`src/rtl/bwts_pkg.sv`:
```
// ----------------------------------------------------------------------------
// bwts_pkg
// Shared types and constants for the bilinear repeat-wrap texture sampler.
// ----------------------------------------------------------------------------
package bwts_pkg;

  // Texture store geometry
  localparam int MAX_TEXELS = 65536;
  localparam int CHANNELS   = 4;
  localparam int ADDR_W     = $clog2(MAX_TEXELS);
  localparam int TEXEL_W    = 8 * CHANNELS;

  // Coordinate and size widths
  localparam int SIZE_W  = 9;
  localparam int IDX_W   = 8;
  localparam int FRAC_W  = 16;
  localparam int ROW_W   = 2 * IDX_W;
  localparam int Q_W     = FRAC_W + SIZE_W;
  localparam int WGT_W   = 17;
  localparam int ACC_W   = 24;
  localparam int SIZE_MAX = 256;

  // Stream payload widths
  localparam int IN_DATA_W  = 112;
  localparam int OUT_DATA_W = TEXEL_W;

  // Request kinds carried on the input tuser bit
  localparam logic CMD_WRITE  = 1'b0;
  localparam logic CMD_SAMPLE = 1'b1;

  // Configuration register indexes
  localparam logic REG_WIDTH  = 1'b0;
  localparam logic REG_HEIGHT = 1'b1;

  // Neighbor texel select: bit 1 picks the lower row, bit 0 the right column
  typedef enum logic [1:0] {
    NBR_00 = 2'd0,
    NBR_01 = 2'd1,
    NBR_10 = 2'd2,
    NBR_11 = 2'd3
  } nbr_t;

  // Controller states
  typedef enum logic [3:0] {
    ST_IDLE,
    ST_WRITE,
    ST_LOCATE,
    ST_ROWS,
    ST_READ0,
    ST_READ1,
    ST_READ2,
    ST_READ3,
    ST_DRAIN,
    ST_DONE
  } state_t;

  // Controller to datapath commands
  typedef struct packed {
    logic capture;
    logic locate;
    logic rows;
    logic wr;
    logic rd;
    nbr_t nbr;
    logic acc_clr;
    logic acc_en;
    logic out_load;
  } dp_cmd_t;

  // Datapath to controller status
  typedef struct packed {
    logic out_block;
  } dp_stat_t;

endpackage

```
`src/rtl/bwts_ctrl.sv`:
```
// ----------------------------------------------------------------------------
// bwts_ctrl
// Sequencer for texel writes and bilinear samples.
// ----------------------------------------------------------------------------
module bwts_ctrl (
  input  logic               clk,
  input  logic               rst_n,
  input  logic               in_valid,
  input  logic               in_kind,
  output logic               in_ready,
  input  bwts_pkg::dp_stat_t stat,
  output bwts_pkg::dp_cmd_t  cmd
);

  import bwts_pkg::*;

  state_t state_r;
  state_t state_nxt;

  // Advance the state
  always_ff @(posedge clk) begin
    if (!rst_n) begin
      state_r <= ST_IDLE;
    end else begin
      state_r <= state_nxt;
    end
  end

  // Next state
  always_comb begin
    state_nxt = state_r;
    case (state_r)
      ST_IDLE: begin
        if (in_valid) begin
          state_nxt = (in_kind == CMD_SAMPLE) ? ST_LOCATE : ST_WRITE;
        end
      end
      ST_WRITE:  state_nxt = ST_IDLE;
      ST_LOCATE: state_nxt = ST_ROWS;
      ST_ROWS:   state_nxt = ST_READ0;
      ST_READ0:  state_nxt = ST_READ1;
      ST_READ1:  state_nxt = ST_READ2;
      ST_READ2:  state_nxt = ST_READ3;
      ST_READ3:  state_nxt = ST_DRAIN;
      ST_DRAIN:  state_nxt = ST_DONE;
      ST_DONE: begin
        if (!stat.out_block) begin
          state_nxt = ST_IDLE;
        end
      end
      default:   state_nxt = ST_IDLE;
    endcase
  end

  // Outputs
  always_comb begin
    cmd      = '0;
    cmd.nbr  = NBR_00;
    in_ready = 1'b0;
    case (state_r)
      ST_IDLE: begin
        in_ready    = 1'b1;
        cmd.capture = in_valid;
      end
      ST_WRITE:  cmd.wr     = 1'b1;
      ST_LOCATE: cmd.locate = 1'b1;
      ST_ROWS:   cmd.rows   = 1'b1;
      ST_READ0: begin
        cmd.rd      = 1'b1;
        cmd.nbr     = NBR_00;
        cmd.acc_clr = 1'b1;
      end
      ST_READ1: begin
        cmd.rd     = 1'b1;
        cmd.nbr    = NBR_01;
        cmd.acc_en = 1'b1;
      end
      ST_READ2: begin
        cmd.rd     = 1'b1;
        cmd.nbr    = NBR_10;
        cmd.acc_en = 1'b1;
      end
      ST_READ3: begin
        cmd.rd     = 1'b1;
        cmd.nbr    = NBR_11;
        cmd.acc_en = 1'b1;
      end
      ST_DRAIN:  cmd.acc_en   = 1'b1;
      ST_DONE:   cmd.out_load = !stat.out_block;
      default:   cmd          = '0;
    endcase
  end

endmodule

```
`config.mk`:
```
export PLATFORM = sky130hd
export DESIGN_NAME = bwts_ctrl
export DESIGN_NICKNAME = d
export VERILOG_FILES = /design/src/rtl/bwts_pkg.sv /design/src/rtl/bwts_ctrl.sv
export SDC_FILE = /design/constraint.sdc
export NUM_CORES = 1
export LEC_CHECK = 0
export BUFFER_PORTS_ARGS = -buffer_cell sky130_fd_sc_hd__buf_2
export CAP_MARGIN = 5
export CORE_AREA = 2 2 39 41
export DETAILED_ROUTE_END_ITERATION = 6
export DIE_AREA = 0 0 41 43
export PLACE_DENSITY = 0.52
export SYNTH_ARGS = -nofsm -noshare
export SYNTH_HDL_FRONTEND = slang
export SYNTH_SLANG_ARGS = --single-unit
export TNS_END_PERCENT = 100
```
`constraint.sdc`:
```
create_clock -name clk -period 2.2 [get_ports clk]
set_input_delay 0 -clock clk [delete_from_list [all_inputs] [get_ports clk]]
set_output_delay 0 -clock clk [all_outputs]
set_load 0.01 [all_outputs]
```
After elaboration in Yosys (flattened, before gate mapping):

Cells that the tools add are included.

* eq/ne operators: 11
* reduce and logical (&&, ||, !) cells: 4
* multiplexer cells: 13

Operator list (count)
* case mux 4 bit (9 select lines): 1
* == test 4 x 3 -> 1 bit, second input constant: 4
* case mux 3 bit (4 select lines): 1
* == test 4 x 2 -> 1 bit, second input constant: 2
* == test 4 bit, second input constant: 2
* two-way mux 1 bit: 8
* two-way mux 4 bit: 2
* == test 4 x 1 -> 1 bit, second input constant: 1
* logical NOT 4 bit: 1
* != test 2 bit, second input constant: 2
* OR reduction 4 bit: 1
* two-way mux 2 bit: 1
* AND reduction 2 bit: 1
* logical NOT 1 bit: 1

* input bits: 5
* logic and storage cells: 29
* register bits: 4

Depth between registers and ports, before layout:

Gate-level depths: netlist (run 1).

* depth in word-level cells: 3
* gate-level depth with buffers: 4

Worst setup path after synthesis (run 1):

Ideal clock, no wire load.

* path type: register to register
* start point: reg state_r[1]
* end point: reg state_r[3]
* required time: 2.078 ns
* arrival time: 1.109 ns
* setup slack: 0.970 ns
* clock period less this slack: 1.230 ns
* path buffers: 0
* stages on the path, launching flop included: 4
* path through: dfxtp_1 > nor4_1 > nand2b_1 > o311a_1

* word-level cells in the longest chain between the ends: 3

Ends and longest elaborated chain
* from (decl): RTL line bwts_ctrl.sv:17 `state_t state_r;`
* from (signal assigned): RTL line bwts_ctrl.sv:25 `state_r <= state_nxt;`
* == test 4 bit or logical NOT 4 bit (tied branches): RTL line bwts_ctrl.sv:32 `case (state_r)`
* != test 2 bit (no line)
* AND reduction 2 bit (no line)

Several ways; a longest one is shown, not always the timed one.
A chain may end at the register's enable or synchronous reset.

==> impl_summary.md, run 1 <==
Cells and area
The area growth from synthesis to layout is 29.7%. The register with the most flip-flops in the layout has 4 of them. The number of inserted diodes is 0. The final layout contains 66 nets.

Of the cells placed in the final design, the portion with a size suffix greater than 1 is between 30 and 40%. Leaving out fill and tap cells, the most frequent cell in the layout is buf_2. The register name with the most flops is state_r.

In the layout the commonest cells are buf_2, nand2b_1, nor2_1. The largest registers in the layout are state_r (4). Once layout is done, the placed cells without fillers occupy 415 um2. The post-layout instance count excluding filler cells is 75.

Cells fill around 30% of the core in the end. The number of fill cells in the layout is ~160.

Drt
The final antenna-violating net count is 0. The first routing iteration left 10 violations. After detailed routing, the average wire length per cell comes to between 9 and 10 um. The pre-antenna-repair detailed-routing pass consisted of 2 iterations. The DRC violations left is 0. The routed wire length is around 710 um. The vias after detailed routing is approximately 360. Dividing the detail-routed via count by the number of cells gives 4.79.

Floorplanning
The die boundary width is slightly above 40 um. The placeable core area is approximately 0.0014 mm2. The number of cell rows is 14. The I/O pin count is 16. The die is 43 um tall. The overall die area is around 0.0018 mm2.

The initial core utilization is between 20% and 30%.

Place
The wire-length estimate of the detail-placed layout is ~540 um. The number of input and output port buffers inserted is 15. In this run, placement finished with an instance count of 72.

The weighted congestion reported at the end of routability-driven placement is 0.642. In this run the cell area measured after placement is about 400 um2. Timing analysis after detailed placement gives a worst setup slack of around 960 ps.

Yosys
Sequential elements use between 20 and 30% of the synthesized area. The synthesized netlist occupies a cell area of around 320 um2. The Yosys step of the flow raised 0 warnings. The register bit total from synthesis is 4. Counting every net in the synthesized netlist gives 50. The number of different library cells in the post-synthesis netlist is 22. The mean instance size in the synthesized netlist is ~7.1 um2. In the synthesized netlist, the number of instances is 45.

Clocking
Once the clock tree was built, the resizer swapped 0 gates to a different size. The number of buffers created by CTS is 3. No sink is reached through more buffers than the 2 on the longest clock path. The number of sinks driven by the clock tree is 4.

The post-CTS setup buffer count is 0. CTS built an H-tree with a depth of 1. TritonCTS built the clock tree. At the later pin of the worst-skew pair, clock insertion delay measures about 230 ps. The clock edge transition at the registers on the reported setup and hold paths is roughly 30 ps.

In this run the clock root is driven by a clkbuf_4. Hold repair after CTS inserted 0 buffers.

Global route
Global routing used a little under 9% of the available tracks. The first global-routing pass estimated 1060 um of wire. The initial antenna violation count is 0.

The via count of the first global-routing pass was ~270. The total congestion overflow after global routing is 0. The pin count of the biggest net entering global routing is 14.

Timing
The number of endpoints with negative hold slack in the final report is 0. Based on the critical path, the design can be clocked at up to 710 MHz. The post-route clock period utilization is between 60 and 70%. In the final timing run, aggregate negative setup slack is 0 ps. For the finished layout, the period the worst path requires is 1410 ps.

The worst clock skew is 0.661 ps. The worst-case setup margin in the final layout is ~800 ps. The tightest slew margin relative to the limit is a little under three quarters. The number of slew-limit violations in the final report came to 0.

The final setup violation count is 0. For the pin with the worst max-slew slack, the measured transition is about 420 ps. The worst hold slack across all endpoints is 28.3 ps. Setup repair after global routing left no endpoint under its margin.

Power
Across the VDD grid, the largest voltage drop is 0.000230 V. For this design the static power due to leakage is approximately 0.20 nW. For this design the ratio of total power to cell area is roughly 630 mW/mm2.

The design draws between 0.2 and 0.3 mW.

Job
Max-cap violations in this run came to 0.

Worst setup path
The signal on the critical path passes through nor4_1 > and2_1 > buf_2. The cell with the largest stage delay on the worst path is nor4_1. The critical path data arrival time is ~1400 ps. At the worst endpoint, the required time is 2200 ps. STA classifies the critical path startpoint as a flop. The type of element capturing the critical path is a primary output. By startpoint and endpoint, the worst setup path is classified as flop to primary output. The cell family contributing the most delay on the critical path is simple AND/OR/NAND/NOR gates. Of all nets on the critical path, the largest fanout is 13. Together, buffers and inverters on the worst path number 1. In this design, the stage delay of the slowest critical-path cell is approximately 440 ps.

Run status
The run finished with clean final reports.

Min path
The classification of the worst-slack hold path is primary input to flop.
[cell type report]
cell class                 instances  area (um2)  share of cell area (%)
clock buffer                       3        22.5                    5.42
inverter                           2        7.51                    1.81
multi-input combinational         35         210                    50.6
sequential                         4        80.1                    19.3
tap                               16        20.0                    4.82
timing repair buffer              15        75.1                    18.1
[cells in the mapped netlist, drive strengths merged]
library cell / number / area share (%)
nand2: 3 / 3.5
nor2b: 1 / 2.0
nor3: 4 / 6.3
and2: 3 / 5.9
o311a: 1 / 3.1
a21boi: 1 / 2.3
a2111oi: 1 / 2.7
nand2b: 5 / 9.8
nor4b: 2 / 5.5
inv: 2 / 2.3
dfxtp: 4 / 25
o21ai: 2 / 3.1
nor4: 2 / 3.9
nor2: 5 / 5.9
buf: 3 / 5.5
mux2: 1 / 3.5
nand3: 1 / 1.6
clkbuf: 1 / 1.6
a21oi: 1 / 1.6
nand3b: 1 / 2.3
xor2: 1 / 2.7
[power by group]
part	leakage (nW)	switching (mW)	total (mW)	internal, mW
sequential	0.0328	0.0202	0.100	0.0803
clock	0.0138	0.0260	0.0867	0.0607
combinational	0.154	0.0365	0.0736	0.0372
total	0.201	0.0827	0.261	0.178
[logic make-up (layout without fill, tap and decap cells)]
kind of cell           count (synthesis)  count (layout)  synth area share [%]
flip-flops                             4               4                  25.0
AO/OA/AOI/OAI                          6               6                  12.9
buffers and inverters                  6              20                  9.38
multiplexers                           1               1                  3.52
AND/OR/NAND/NOR                       27              27                  46.5
XOR/XNOR                               1               1                  2.73
[final timing paths]
| check | from | to | slack, ps | cells after the start |
|---|---|---|---|---|
| worst max-delay path | state_r[1] | cmd[9] | 790 | 3 |
| worst min-delay path | rst_n | state_r[0] | 30 | 3 |
| worst max register to register | state_r[0] | state_r[3] | 950 | 3 |
| worst min register to register | state_r[3] | state_r[0] | 690 | 2 |
[routing by layer]
layer | global-route usage, % | vias up | share of wire [%]
met5 | 0 | - | 0
met4 | 4.00 | 0 | 0
met3 | 4.71 | 0 | 7.6
met2 | 13.1 | 11 | 44
met1 | 10.3 | 162 | 48
li1 | - | 186 | -
[worst register-to-register path: cells and delay by family (launching register included)]
family	cells	cell delay, ps
AOI/OAI and AO/OA	1	350
DFF	1	530
and+or+nand+nor	2	250
Power figures use the tool's default switching activity.
==> run 2: changes to the inputs <==
==> constraint.sdc (replaced) <==
create_clock -name clk -period 1.4 [get_ports clk]
set_input_delay 0 -clock clk [delete_from_list [all_inputs] [get_ports clk]]
set_output_delay 0 -clock clk [all_outputs]
set_load 0.01 [all_outputs]
==> run 2 against run 1 <==
Design area rose by 6.3%. Combinational power rose by 81%. Critical path type unchanged. Clock power rose by 58%.
==> impl_summary.md, run 2 (synthesis gave the netlist of run 1 again) <==
Cells and area
The layout overhead on the synthesized area is 37.9%. The register with the most flip-flops in the layout has 4 of them. The number of fill cells in the layout is between 150 and 200. In the layout the commonest cells are buf_2, nand2b_1, nor2_1.

The final-stage net count is 67. state_r holds more flip-flops than any other register. The largest registers in the layout are state_r (4). The library cell used most frequently in the layout, excluding fill and tap cells, is buf_2. The post-route netlist has 40.0% of its cells at a drive strength greater than 1.

The post-layout utilization of the core is 31.9%. The number of inserted diodes is 0. Once layout is complete, the cells apart from fillers number 76.

Power
The maximum VDD drop is roughly 0.00035 V. The leakage power total is ~0.21 nW. The sequential group share of total power is 37.6%. The analysis attributes to net switching a power of about 0.14 mW. In this run the power density over the cells is just under 1000 mW/mm2.

Net switching is between 30% and 40% of the power. Internal power comes to 0.295 mW. Of the total power, combinational logic draws just over 30%. The share of total power dissipated in the clock network is between 30% and 40%.

Clocking
Counting the buffers created by CTS gives 3. The clock passes through at most 2 buffers. After clock tree synthesis, the clock-pin slew on the worst setup and hold paths is ~40 ps.

The clock latency on the worst-skew pair is roughly 230 ps. The number of sinks driven by the clock tree is 4. The cell sitting at the root of the clock tree is a clkbuf_4.

The TritonCTS clock tree is yes. The deepest level of the CTS H-tree is 1. In this run, post-CTS hold repair placed 0 buffers. Buffers added to address setup during post-CTS repair amount to 0.

Min path
The path class of the tightest hold or removal check is primary input to flop.

Drt
The average wire per cell in the routed design is roughly 9.8 um. The routed wire length is between 700 and 800 um. After detailed routing, the number of remaining DRC violations is 0. Summing over every cut layer, the via total after detailed routing is approximately 360. The number of DRC violations after detailed-routing iteration 0 is 4. Using the TritonRoute via totals, the vias-per-cell ratio works out to 4.68. Before antenna repair, the detailed router went through 4 iterations. The final antenna-violating net count is 0.

Global route
The initial antenna violation count is 0. Entering global routing, the biggest net connects 14 pins. The total routing resource utilization after global routing is a little over 10%. The global-route wire length before repair is roughly 1200 um. The via count of the first global-routing pass is about 300. The total congestion overflow after global routing is 0.

Worst setup path
STA puts the critical path data required time at between 1000 and 1500 ps. In this run the worst path has a maximum fanout of 11. The worst setup path is of the flop to primary output kind. The type of element capturing the critical path is a primary output.

The critical path data arrival time is about 1300 ps. The worst setup path is launched from a flop.

Floorplanning
The placeable core area is 0.00138 mm2. The die covers between 0.0015 and 0.002 mm2. The die boundary width is roughly 41 um. In this run the vertical extent of the chip is between 40 and 50 um.

Once the floorplan was initialized, standard cells occupied a little under a quarter of the core. The number of cell rows is 14. 16 I/O pins were placed.

Timing
The final critical path takes up about 92% of the cycle. For the finished layout, the period the worst path requires is 1290 ps. For the final database, setup skew stands at between 1.5 and 2 ps. The slew at the pin with the worst max-slew slack is 411 ps.

The worst pin sits at a relative slew slack of 71.9%. On the final layout, the worst hold slack is ~25 ps. The setup TNS is 0 ps. The number of endpoints with negative hold slack in the final report is 0. The number of slew-limit violations in the final report is 0. Setup repair after global routing left no endpoint under its margin. Static timing analysis puts the maximum clock frequency at between 700 and 800 MHz. Setup violations remaining at the end of the flow were counted as 0.

Run status
The run finished with clean final reports.

Job
The count of max-cap constraint violations is 0.

Place
Once detailed placement completed, the half-perimeter wirelength came to 568 um. At the end of routability-driven placement, the weighted congestion stood at around 0.65. The number of input and output port buffers inserted is 15.

The number of placed instances, taps included, is between 70 and 80.
-- run 2: cell types whose count changed in the layout (fill, tap and decap cells not counted) --
cell | previous run | this run
buf_4 | 0 | 1
dfxtp_1 | 4 | 1
dfxtp_2 | 0 | 3
nor4_1 | 2 | 1
nor4_4 | 0 | 1
-- run 2: critical path, cell delays in order, from the launching register on --
cell and delay [ps]:
dfxtp_1 530, nand2b_1 200, inv_1 60, and2_1 150, buf_2 130
-- run 2: final timing paths --
| kind | depth (start not counted) | to | slack [ps] | start |
|---|---|---|---|---|
| worst max-delay path | 4 | cmd[3] | 110 | state_r[3] |
| worst max register to register | 3 | state_r[3] | 180 | state_r[3] |
| worst min-delay path | 3 | state_r[0] | 20 | rst_n |
| worst min register to register | 2 | state_r[2] | 630 | state_r[2] |
-- run 2: metal layers --
metal | GRT usage (%) | wire, um | vias to the layer above
met5 | 0 | 0 | -
met4 | 4.00 | 0 | 0
met3 | 6.28 | 61 | 0
met2 | 15.6 | 368 | 11
met1 | 11.3 | 318 | 159
li1 | - | - | 186
-- run 2: timing repair --
action | CTS | global route
gates resized for setup | 1 | 4
pin swaps | 0 | 1
cloned | 0 | 0
setup endpoints to repair | 1 | 2
-- run 2: cell type report --
cell class	instances	area, um2	area share [%]
inverters	2	7.51	1.70
clock buffers	3	22.5	5.10
well taps	16	20.0	4.53
multi-input cells	35	225	51.0
repair buffers	16	82.6	18.7
flip-flops and latches	4	83.8	19.0
-- run 2: per-stage QoR --
| step | cell area, um2 | power (mW) | setup WS, ps |
|---|---|---|---|
| 2_1_floorplan | 320 | 0.240 | 170 |
| 3_3_place_gp | 400 | 0.282 | 138 |
| 3_5_place_dp | 400 | 0.283 | 161 |
| 4_1_cts | 429 | 0.432 | 31.0 |
| 5_1_grt | 442 | 0.475 | 0.901 |
| 6_report | 442 | 0.434 | 107 |
-- run 2: power groups by stage --
stage	Clock (mW)	Combinational (mW)	Sequential (mW)
finish	0.137	0.133	0.163
global route	0.155	0.154	0.167
CTS	0.147	0.129	0.157
detailed placement	0	0.126	0.157
global placement	0	0.126	0.156
floorplan	0	0.105	0.134
